`config.mk`:
```
export PLATFORM = sky130hd
export DESIGN_NAME = rdfd_ctrl
export DESIGN_NICKNAME = d
export VERILOG_FILES = /design/src/rtl/core/rdfd_pkg.sv /design/src/rtl/core/rdfd_ctrl.sv
export SDC_FILE = /design/constraint.sdc
export NUM_CORES = 1
export LEC_CHECK = 0
export ABC_AREA = 0
export BUFFER_PORTS_ARGS = -buffer_cell sky130_fd_sc_hd__buf_4
export CAP_MARGIN = 40
export CORE_AREA = 3 3 40 42
export DETAILED_ROUTE_END_ITERATION = 6
export DIE_AREA = 0 0 43 45
export GPL_TIMING_DRIVEN = 0
export PLACE_DENSITY = 0.3
export SETUP_SLACK_MARGIN = 0.3
export SLEW_MARGIN = 20
export SYNTH_ARGS = -nofsm -noshare
export SYNTH_HDL_FRONTEND = slang
export SYNTH_SLANG_ARGS = --single-unit
```
`constraint.sdc`:
```
create_clock -name clk_i -period 1.1 [get_ports clk_i]
set_input_delay 0.11 -clock clk_i [delete_from_list [all_inputs] [get_ports clk_i]]
set_output_delay 0.11 -clock clk_i [all_outputs]
set_load 0.1 [all_outputs]
```
`src/rtl/core/rdfd_pkg.sv`:
```
// rdfd_pkg: shared types and constants of the run-length delta frame decoder
`default_nettype none

package rdfd_pkg;

  // frame geometry
  localparam int unsigned FRAME_BYTES = 1024;
  localparam int unsigned POS_W       = $clog2(FRAME_BYTES);
  localparam logic [POS_W-1:0] POS_LAST = POS_W'(FRAME_BYTES - 1);

  // header byte layout
  localparam int unsigned    MODE_BIT   = 7;
  localparam logic [6:0]     COUNT_MASK = 7'b1111111;

  // pixel counts carried by a result
  localparam logic [1:0] PIX_ONE = 2'd1;
  localparam logic [1:0] PIX_TWO = 2'd2;

  // input item actions
  localparam logic ACT_STREAM = 1'b0;
  localparam logic ACT_LOAD   = 1'b1;

  // stream parser phase
  typedef enum logic [1:0] {
    PH_HEADER  = 2'd0,
    PH_LITERAL = 2'd1,
    PH_VALUE   = 2'd2
  } phase_e;

  // controller sequence state
  typedef enum logic [1:0] {
    ST_IDLE = 2'd0,
    ST_READ = 2'd1,
    ST_EMIT = 2'd2
  } ctrl_state_e;

  // input request payload
  typedef struct packed {
    logic       action;
    logic       frame_start;
    logic [7:0] data_byte;
    logic [9:0] base_addr;
  } rdfd_in_t;

  // result payload
  typedef struct packed {
    logic [9:0] pixel_addr;
    logic [7:0] pixel_first;
    logic [7:0] pixel_second;
    logic [1:0] pixel_count;
    logic       run_last;
  } rdfd_out_t;

  // controller to datapath
  typedef struct packed {
    logic take;
    logic read;
    logic emit;
  } rdfd_cmd_t;

  // datapath to controller
  typedef struct packed {
    logic start_run;
    logic more_left;
    logic out_free;
  } rdfd_status_t;

endpackage

`default_nettype wire

```
`src/rtl/core/rdfd_ctrl.sv`:
```
// rdfd_ctrl: sequencing state machine of the decoder
`default_nettype none

module rdfd_ctrl (
  input  logic                  clk_i,
  input  logic                  rst_ni,
  input  logic                  in_valid_i,
  output logic                  in_ready_o,
  input  rdfd_pkg::rdfd_status_t status_i,
  output rdfd_pkg::rdfd_cmd_t    cmd_o
);
  import rdfd_pkg::*;

  ctrl_state_e state_q, state_d;

  // state register
  always_ff @(posedge clk_i or negedge rst_ni) begin
    if (!rst_ni) begin
      state_q <= ST_IDLE;
    end else begin
      state_q <= state_d;
    end
  end

  // next state
  always_comb begin
    state_d = state_q;
    case (state_q)
      ST_IDLE: begin
        if (in_valid_i && status_i.start_run) state_d = ST_READ;
      end
      ST_READ: begin
        state_d = ST_EMIT;
      end
      ST_EMIT: begin
        if (status_i.out_free) state_d = status_i.more_left ? ST_READ : ST_IDLE;
      end
      default: begin
        state_d = ST_IDLE;
      end
    endcase
  end

  // outputs
  always_comb begin
    in_ready_o = 1'b0;
    cmd_o      = '0;
    case (state_q)
      ST_IDLE: begin
        in_ready_o = 1'b1;
        cmd_o.take = in_valid_i;
      end
      ST_READ: begin
        cmd_o.read = 1'b1;
      end
      ST_EMIT: begin
        cmd_o.emit = status_i.out_free;
      end
      default: begin
        in_ready_o = 1'b0;
      end
    endcase
  end

endmodule

`default_nettype wire

```
# Yosys cells after proc, flatten, opt, wreduce, memory -nomap -nowiden
# Cells that the tools add are included.
[word_totals] ff_bits=2 wordCells=16 in_bits=6 output_inout_bits=4
[classes] eq_ne=4 n_reduce_logical=3 mux=8
[ops] operator="2-bit case mux with 3 select lines" n=1
[ops] operator="1-bit two-way mux" n=5
[ops] operator="2-bit two-way mux" n=2
[ops] operator="2-bit inequality test (second input constant)" n=2
[ops] operator="2-bit by 1-bit == test with 1-bit output (second input constant)" n=1
[ops] operator="2-bit == test (second input constant)" n=1
[ops] operator="2-bit zero test" n=1
[ops] operator="2-bit AND reduction" n=1
[ops] operator="1-bit logical AND" n=1

# Logic depth before layout (Yosys ltp)
# Gate-level depths: netlist of run 1.
[logic_depth] word_depth=3 depth_mapped=2 depth_no_buf=2

# Worst setup path after synthesis of run 1
# Ideal clock, no wire load.
[synth_path] kind="flip-flop to output port" startpoint="register state_q[1]" endpoint="output port cmd_o[2] in the netlist's numbering" required_ns=0.990 arrival_ns=2.596 path_slack_ns=-1.606 stages_incl_launch_ff=3 n_path_buf=0 cell_sequence="dfrtp_1 nor2_1 and2_1"
[synth_lines] element="start: declaration" line="rdfd_ctrl.sv:14" text="ctrl_state_e state_q, state_d;"
[synth_lines] element="start signal: assignment" line="rdfd_ctrl.sv:21" text="state_q <= state_d;"
[synth_lines] element="end: declaration" line="rdfd_ctrl.sv:10" text="output rdfd_pkg::rdfd_cmd_t cmd_o"

==> metrics.md, run 1 <==
| Metric | Value |
|---|---|
| Crit path DAT | `between 1000 and 1500 ps` |
| Area of the die | `1935 um2` |
| CP Cell Sequence | `nor2_4, and2_4, buf_12` |
| Unrepaired setup endpoints after global routing | `yes` |
| Vias per cell | `approximately 3.6` |
| Final setup fails | `5` |
| Routed WL per cell | `about 9 um` |
| TritonRoute pass-1 iters | `2` |
| Die height | `roughly 45 um` |
| Area of the core | `about 1300 um2` |
| R2R Path End | `state_q[1]$_DFFE_PN0P_` |
| Unique masters post-synth | `11` |
| Max incr delay on CP | `between 400 and 500 ps` |
| Die W | `about 43 um` |
| # diodes | `0` |
| Most flops, register | `state_q` |
| Starting DRT DRC Count | `1` |
| Flops & latches, synth | `2` |
| Max Fclk | `~0.81 GHz` |
| Worst-path clk slew | `roughly 30 ps` |
| Max clock buf depth | `2` |
| Reg2reg setup slack | `-60 ps` |
| Number of global-route vias before repair | `143` |
| Worst r2r src | `state_q[1]$_DFFE_PN0P_` |
| Hold path cells | `3` |
| Number of remaining DRC errors | `0` |
| WP buf/inv | `1` |
| DP HPWL | `~250 um` |
| Max Cap Violations | `0` |
| Pwr Total | `~0.0010 W` |
| Worst-path fanout max | `4` |
| Antenna-violating nets left | `0` |
| Worst path slowest cell | `dfrtp_2` |
| Largest net degree at the start of global routing | `5` |
| Area of the multi-input gates | `~84 um2` |
| Final-report hold violation count | `0` |
| Hold Path Class | `primary input to flop` |
| Final instance area | `around 350 um2` |
| CTS root buf | `clkbuf_4` |
| Total gr overflow | `0` |
| Post-synth top area share | `about 43%` |
| Port buffer count | `9` |
| Leakage power | `0.1562 nW` |
| PnR worst setup slack | `-136.1 ps` |
| Via count | `~150` |
| Setup tns final | `-423.4 ps` |
| Worst hold start | `status_i[1]` |
| Routability cong. | `between 0.7 and 0.8` |
| Clk_skew | `1.499 ps` |
| Post-layout minimum cycle time | `roughly 1200 ps` |
| Reg2reg path depth | `4` |
| Final Cycle Share | `112.4%` |
| Post-synthesis area per instance | `9.801 um2` |
| Failing checks | `negative setup slack` |
| Sink Count | `2` |
| TritonCTS Buffers | `3` |
| Req. time, crit path | `slightly below 1000 ps` |
| Ys Warns | `0` |
| Total global routing track utilization | `between 4 and 5%` |
| Top post-synthesis cells by area | `dfrtp_1, and3b_2, nor2b_2` |
| Biggest regs | `state_q x2` |
| H-tree lvl count | `1` |
| Crit path launch type | `flop` |
| Hold endpoint | `state_q[0]$_DFFE_PN0P_` |
| Top Family by Delay on Critical Path | `flip-flops` |
| Post-Synthesis Cells | `12` |
| Syn nets | `18` |
| Core Rows | `13` |
| Status | `complete, but fails checks` |
| Worst Tran Pin Value | `175.7 ps` |
| FF/Latch Area | `between 50 and 60 um2` |
| Kind of critical path | `flop to primary output` |
| First-pass GRT wire length | `roughly 600 um` |
| Top cell type by total area after synthesis | `dfrtp_1` |
| Clock latency on the worst-skew pair | `roughly 220 ps` |
| # IOs | `10` |
| FILL cells | `133` |
| Setup WS pre-CTS | `-57.13 ps` |
| IR Drop Worst-Case VDD | `a little over 1 mV` |
| Sequential area share after synthesis | `between 40% and 50%` |
| Antenna violations before repair | `0` |
| CTS tree | `done` |
| Layout area overhead | `193.6%` |
| DRT Wirelength | `about 390 um` |
| Slew Limit Headroom | `88.29%` |
| Layout net count | `36` |
| Placed Area | `about 230 um2` |
| Share of cells above drive strength 1 | `around 80%` |
| Number of flip-flops in the largest register | `2` |
| PwrDens | `a little under 3000 nW/um2` |
| CP Capture Type | `primary output` |
| Initial Util | `under 10%` |
| Mapped Area | `about 120 um2` |
| Max-slew violations | `0` |
[placed cells by master (no fill, tap or decap)]
master	Yosys	routed
nor2_4	0	1
and3b_2	1	1
dfrtp_1	2	1
nor3b_2	0	1
buf_4	1	7
nand3_1	1	1
and2_4	0	1
buf_6	0	1
clkbuf_4	0	3
a21oi_2	0	1
buf_8	0	1
buf_12	0	4
nor2b_4	0	1
or2_1	1	1
nand3b_1	1	1
dlygate4sd3_1	0	1
dfrtp_2	0	1
[cell usage after synthesis (all sizes together)]
| cell type | n |
|---|---|
| nor2b | 1 |
| nor2 | 1 |
| dfrtp | 2 |
| buf | 1 |
| and3b | 1 |
| a21oi | 1 |
| nand3 | 1 |
| or2 | 1 |
| and2 | 1 |
| nor3b | 1 |
| nand3b | 1 |
[metal layers]
layer	GRT usage [%]	vias up	share of wire (%)
li1	-	73	-
met1	4.337	74	36
met2	5.988	4	55
met3	1.594	2	5.9
met4	7.229	0	2.8
met5	0	-	0
[worst max path at each step]
stage,start,end,slack (ps),depth (start not counted)
finish,state_q[1]$_DFFE_PN0P_,cmd_o[2],-140,3
global route,state_q[1]$_DFFE_PN0P_,cmd_o[2],-170,3
detailed placement,state_q[0]$_DFFE_PN0P_,cmd_o[1],-60,3
CTS,state_q[0]$_DFFE_PN0P_,cmd_o[1],-120,3
floorplan,state_q[0]$_DFFE_PN0P_,cmd_o[2],-380,2
global placement,state_q[0]$_DFFE_PN0P_,cmd_o[1],-70,3
[power breakdown]
group / internal [W] / switching, W / leakage (nW) / total, W
sequential: 0.0000986 / 0.0000401 / 0.0248 / 0.000139
clock: 0.000120 / 0.0000369 / 0.0138 / 0.000157
combinational: 0.000307 / 0.000419 / 0.118 / 0.000726
total: 0.000526 / 0.000496 / 0.156 / 0.00102
[metrics by stage]
step	hold slack [ps]	std cells	utilization [%]
6_report	184.5	43	26.87
5_1_grt	178.7	43	26.87
4_1_cts	158.2	42	25.71
3_5_place_dp	-107.0	36	17.62
3_3_place_gp	-106.9	36	17.62
2_1_floorplan	-185.6	12	-
[worst reg2reg max path: stages, from the launching register on]
cell and delay [ps]:
dfrtp_2 440, buf_4 150, buf_6 100, nor3b_2 140, or2_1 200
[what timing repair did]
item	in CTS	in global routing
pin swaps	0	3
cloned	0	0
endpoints found under the hold margin	2	0
setup buffers	2	1
endpoints found under the setup margin	6	6
hold buffers	1	0
resized for setup	14	2
[logic make-up (layout without fill, tap and decap cells)]
logic type      after synthesis  after routing  synth area share (%)
simple gates                  8              8                 46.81
flops                         2              2                 42.55
compound gates                1              1                 4.251
buf+inv                       1             17                 6.385
[layout make-up]
type | count | share of cell area, %
Multi-Input combinational cell | 9 | 24.28
Timing Repair Buffer | 13 | 43.12
Sequential cell | 2 | 14.86
Buffer | 1 | 5.797
Clock buffer | 3 | 6.522
Tap cell | 15 | 5.435
(Power assumes the default switching activity.)
==> run 2: changes to the inputs <==
--- a/config.mk
+++ b/config.mk
@@ -11,7 +11,6 @@
 export CORE_AREA = 3 3 40 42
 export DETAILED_ROUTE_END_ITERATION = 6
 export DIE_AREA = 0 0 43 45
-export GPL_TIMING_DRIVEN = 0
 export PLACE_DENSITY = 0.3
 export SETUP_SLACK_MARGIN = 0.3
 export SLEW_MARGIN = 20
==> run 2 against run 1 <==
Against the previous run: sequential power rose by 3%; worst setup slack better by 41 ps; sequential cell count unchanged; via count down 13%; the flow still finishes with violations (negative setup slack); sequential share of layout area grew 1.7 points; final area shrank 8.3%; critical path depth did not move.
==> metrics.md, run 2 (same netlist as run 1, synthesis figures left out) <==
| Metric | Value |
|---|---|
| FF/Latch Area | `about 53 um2` |
| Placed Area | `approximately 210 um2` |
| Total global routing track utilization | `4.493%` |
| Failing checks | `negative setup slack` |
| Layout net count | `34` |
| Most frequent cells in the layout | `buf_4, clkbuf_4, buf_12` |
| Worst Tran Pin Value | `about 280 ps` |
| Worst-path fanout max | `5` |
| Max Cap Violations | `0` |
| Max clock buf depth | `2` |
| Layout area overhead | `169.1%` |
| # diodes | `0` |
| CTS root buf | `clkbuf_4` |
| FILL cells | `around 140` |
| CP Capture Type | `primary output` |
| Total gr overflow | `0` |
| Max-slew violations | `0` |
| Leakage power | `about 0.14 nW` |
| Core Rows | `13` |
| Hold Path Class | `primary input to flop` |
| Reg2reg setup slack | `approximately 60 ps` |
| R2R Path End | `state_q[1]$_DFFE_PN0P_` |
| Top Family by Delay on Critical Path | `flip-flops` |
| Die height | `around 45 um` |
| Status | `complete, but fails checks` |
| Setup WS pre-CTS | `approximately 32 ps` |
| Final setup fails | `4` |
| TritonCTS Buffers | `3` |
| Antenna-violating nets left | `0` |
| PwrDens | `approximately 2900 nW/um2` |
| Sink Count | `2` |
| Die W | `between 40 and 50 um` |
| Biggest regs | `state_q x2` |
| PnR worst setup slack | `-94.87 ps` |
| Hold path cells | `3` |
| H-tree lvl count | `1` |
| IR Drop Worst-Case VDD | `1.074 mV` |
| Setup tns final | `-275.5 ps` |
| WP buf/inv | `1` |
| Worst hold start | `status_i[1]` |
| Area of the die | `around 1900 um2` |
| Routed WL per cell | `just under 8 um` |
| Crit path DAT | `roughly 1100 ps` |
| Antenna violations before repair | `0` |
| Unrepaired setup endpoints after global routing | `yes` |
| Initial Util | `around 9.2%` |
| Max Fclk | `~0.84 GHz` |
| Area of the core | `roughly 1300 um2` |
| Clk_skew | `around 4 ps` |
| Final instance area | `316.6 um2` |
| Starting DRT DRC Count | `0` |
| Largest net degree at the start of global routing | `6` |
| CP Cell Sequence | `nor2_4, and2_4, buf_12` |
| Port buffer count | `9` |
| Reg2reg path depth | `3` |
| Worst r2r src | `state_q[1]$_DFFE_PN0P_` |
| Vias per cell | `3.244` |
| Req. time, crit path | `roughly 990 ps` |
| Post-layout minimum cycle time | `between 1000 and 1500 ps` |
| DRT Wirelength | `approximately 330 um` |
| Worst path slowest cell | `dfrtp_2` |
| CTS tree | `done` |
| Most flops, register | `state_q` |
| Share of cells above drive strength 1 | `between 80 and 90%` |
| Kind of critical path | `flop to primary output` |
| Area of the multi-input gates | `88.84 um2` |
| Pwr Total | `approximately 0.00093 W` |
| Finished Core Util | `about 25%` |
| DP HPWL | `249.3 um` |
| Most common cell after layout, fill and taps aside | `buf_4` |
| Slew Limit Headroom | `between 80% and 90%` |
| Number of remaining DRC errors | `0` |
| Routability cong. | `between 0.6 and 0.7` |
| Worst-path clk slew | `~30 ps` |
| Final-report hold violation count | `0` |
| First-pass GRT wire length | `a little under 600 um` |
| Number of flip-flops in the largest register | `2` |
| Crit path launch type | `flop` |
| Final Cycle Share | `108.6%` |
| Via count | `about 130` |
| Clock latency on the worst-skew pair | `roughly 220 ps` |
| Number of global-route vias before repair | `152` |
| # IOs | `10` |
| WP depth | `3` |
| Hold endpoint | `state_q[0]$_DFFE_PN0P_` |
| TritonRoute pass-1 iters | `1` |
| Max incr delay on CP | `between 400 and 500 ps` |
## run 2: worst reg2reg max path, stage by stage (launching register included)
cell and delay (ps):
dfrtp_2 450, buf_6 140, nor3b_2 130, or2_1 200
## run 2: how the worst max path moves through the flow
stage          endpoint                   start
6_report       cmd_o[2]  state_q[1]$_DFFE_PN0P_
5_1_grt        cmd_o[2]  state_q[1]$_DFFE_PN0P_
4_1_cts        cmd_o[0]  state_q[0]$_DFFE_PN0P_
3_5_place_dp   cmd_o[2]  state_q[1]$_DFFE_PN0P_
3_3_place_gp   cmd_o[2]  state_q[1]$_DFFE_PN0P_
2_1_floorplan  cmd_o[2]  state_q[0]$_DFFE_PN0P_
## run 2: final cells by class
| class | count | area share [%] |
|---|---|---|
| tap | 15 | 5.929 |
| timing repair buffer | 12 | 42.29 |
| clock buffer | 3 | 7.115 |
| multi-input combinational | 9 | 28.06 |
| sequential | 2 | 16.60 |
## run 2: per-layer routing
metal,up-vias,wire (um),global-route usage [%]
met4,0,0,7.229
met1,60,139,5.048
li1,69,-,-
met3,0,15,1.195
met2,4,171,5.389
met5,-,0,0
## run 2: per-stage QoR
stage / hold WS [ps] / instances
after floorplan: -185.6 / 12
after global placement: -106.9 / 35
after detailed placement: -106.2 / 35
after CTS: 157.3 / 41
after global routing: 163.0 / 41
final: 154.4 / 41
## run 2: report_power, final
| part | internal [W] | switching [W] | total, W | leakage (nW) |
|---|---|---|---|---|
| combinational | 0.000234 | 0.000396 | 0.000630 | 0.102 |
| clock | 0.000120 | 0.0000394 | 0.000160 | 0.0138 |
| sequential | 0.000100 | 0.0000431 | 0.000143 | 0.0234 |
| total | 0.000455 | 0.000478 | 0.000933 | 0.139 |
## run 2: repair_timing
| item | in CTS | in global routing |
|---|---|---|
| endpoints found under the hold margin | 2 | 0 |
| pin swaps | 2 | 0 |
| hold buffers | 1 | 0 |
| buffers inserted | 2 | 0 |
| endpoints found under the setup margin | 6 | 6 |
| resized for setup | 11 | 5 |
==> run 3: changes to the inputs <==
==> constraint.sdc (replaced) <==
create_clock -name clk_i -period 1.28 [get_ports clk_i]
set_input_delay 0.128 -clock clk_i [delete_from_list [all_inputs] [get_ports clk_i]]
set_output_delay 0.128 -clock clk_i [all_outputs]
set_load 0.1 [all_outputs]
==> run 3 against run 2 <==
Against the previous run: the flow now finishes without violations; global-route usage down 0.33 points; combinational power down 21%; clock power down 14%; largest cell class unchanged; non-clock buffer count down 1; sequential share of layout area up 1.4 points; worst hold slack better by 46 ps; worst setup slack better by 170 ps.
==> metrics.md, run 3 (same netlist as run 1, synthesis figures left out) <==
| Metric | Value |
|---|---|
| Status | `completed` |
| Final instance area | `285.3 um2` |
| Most frequent cells in the layout | `buf_4, clkbuf_4, buf_12` |
| Antenna violations before repair | `0` |
| Final-report hold violation count | `0` |
| Net switching power | `around 0.00039 W` |
| Worst path slowest cell | `dfrtp_1` |
| Slew Limit Headroom | `a little over 80%` |
| Core Rows | `13` |
| Worst Tran Pin Value | `about 280 ps` |
| Number of remaining DRC errors | `0` |
| Layout net count | `33` |
| Final Cycle Share | `94.40%` |
| Clock latency on the worst-skew pair | `between 200 and 250 ps` |
| Hold Path Class | `primary input to flop` |
| IR Drop Worst-Case VDD | `~0.50 mV` |
| Leakage power | `between 0.1 and 0.15 nW` |
| Share of cells above drive strength 1 | `between 70% and 80%` |
| CTS root buf | `clkbuf_4` |
| GR Layer Usage met3 | `under 10%` |
| Unrepaired setup endpoints after global routing | `yes` |
| Crit path DAT | `~1100 ps` |
| Sequential share of power | `between 15 and 20%` |
| Req. time, crit path | `between 1000 and 1500 ps` |
| Biggest regs | `state_q x2` |
| Layout area overhead | `142.6%` |
| Final setup fails | `0` |
| First-pass GRT wire length | `between 500 and 600 um` |
| Most common cell after layout, fill and taps aside | `buf_4` |
| Die height | `about 45 um` |
| Number of global-route vias before repair | `roughly 140` |
| Number of flip-flops in the largest register | `2` |
| CTS tree | `done` |
| CP Cell Sequence | `and3b_2, buf_12` |
| Post-layout minimum cycle time | `~1200 ps` |
| Largest net degree at the start of global routing | `7` |
| H-tree lvl count | `1` |
| Area of the die | `approximately 1900 um2` |
| Max Cap Violations | `0` |
| # diodes | `0` |
| Crit path launch type | `flop` |
| Gr busiest metal | `met4` |
| Area of the core | `around 1300 um2` |
| Placed cells | `35` |
| GR Layer Usage met2 | `under 10%` |
| Combinational power share | `around two thirds` |
| Port buffer count | `9` |
| Antenna-violating nets left | `0` |
| Sink Count | `2` |
| Finished Core Util | `between 20% and 30%` |
| M1 GR Usage | `under 10%` |
| Routed WL per cell | `about 8.5 um` |
| PwrDens | `about 2600 nW/um2` |
| Setup WS pre-CTS | `~190 ps` |
| Placed Area | `just over 200 um2` |
| TritonRoute pass-1 iters | `1` |
| Routability cong. | `0.6875` |
| Worst-path fanout max | `4` |
| Max clock buf depth | `2` |
| Int Pwr | `0.0003584 W` |
| PnR worst setup slack | `~72 ps` |
| DRT Wirelength | `between 300 and 400 um` |
| Clock power share | `a little under a fifth` |
| Max-slew violations | `0` |
| Finished Layout Cells | `40` |
| TritonCTS Buffers | `3` |
| # IOs | `10` |
| Total gr overflow | `0` |
| Via count | `137` |
| DP HPWL | `approximately 260 um` |
| Switching share of power | `a little over half` |
| Max Fclk | `0.8276 GHz` |
| Total global routing track utilization | `approximately 4.2%` |
| Die W | `43 um` |
| Worst Hold Slack | `approximately 200 ps` |
| CP Capture Type | `primary output` |
| Clk_skew | `roughly 0.37 ps` |
| Vias per cell | `around 3.4` |
| Max incr delay on CP | `between 400 and 500 ps` |
| Kind of critical path | `flop to primary output` |
| Most flops, register | `state_q` |
| Initial Util | `about 9.2%` |
| Starting DRT DRC Count | `0` |
| Worst-path clk slew | `roughly 30 ps` |
==> run 3: worst max-delay path, delay by kind of cell (launching register included) <==
family,cells,cell delay [ps]
AND/OR/NAND/NOR,1,280
flip-flops,1,410
buffers and inverters,1,170
==> run 3: power groups by stage <==
stage / clock network (W) / registers [W] / logic, W
2_1_floorplan: 0 / 0.000111 / 0.000355
3_3_place_gp: 0 / 0.000116 / 0.000421
3_5_place_dp: 0 / 0.000118 / 0.000420
4_1_cts: 0.000149 / 0.000117 / 0.000502
5_1_grt: 0.000153 / 0.000122 / 0.000517
6_report: 0.000137 / 0.000116 / 0.000499
==> run 3: worst paths after layout <==
kind | startpoint | endpoint | slack, ps | cells after the start
hold / removal | status_i[1] | state_q[0]$_DFFE_PN0P_ | 200 | 3
hold reg to reg | state_q[0]$_DFFE_PN0P_ | state_q[0]$_DFFE_PN0P_ | 630 | 2
setup reg to reg | state_q[0]$_DFFE_PN0P_ | state_q[1]$_DFFE_PN0P_ | 330 | 2
min in group asynchronous | rst_ni | state_q[1]$_DFFE_PN0P_ | 220 | 2
max in group asynchronous | rst_ni | state_q[1]$_DFFE_PN0P_ | 960 | 2
setup / recovery | state_q[0]$_DFFE_PN0P_ | cmd_o[0] | 70 | 2
==> run 3: timing repair <==
item,in CTS,in global routing
hold buffers,1,0
cloned,0,0
buffers inserted,1,0
endpoints found under the setup margin,4,5
resized for setup,10,0
hold endpoints to repair,2,0
==> run 3: metal layers <==
layer	routed length (um)	vias up
met2	143	10
met3	58	0
li1	-	68
met1	135	59
met5	0	-
met4	0	0
==> run 3: area by class of cell <==
| cell class | count | area [um2] |
|---|---|---|
| fillers | 147 | 999.7 |
| clock buffers | 3 | 22.52 |
| well taps | 15 | 18.77 |
| repair buffers | 11 | 122.6 |
| flip-flops and latches | 2 | 51.30 |
| multi-input cells | 9 | 70.07 |
==> run 3: metrics by stage <==
step,TNS [ps],power (W)
after floorplan,-216.9,0.0004658
after CTS,0,0.0007675
after detailed placement,0,0.0005373
after global routing,0,0.0007908
final,0,0.0007523
after global placement,0,0.0005369
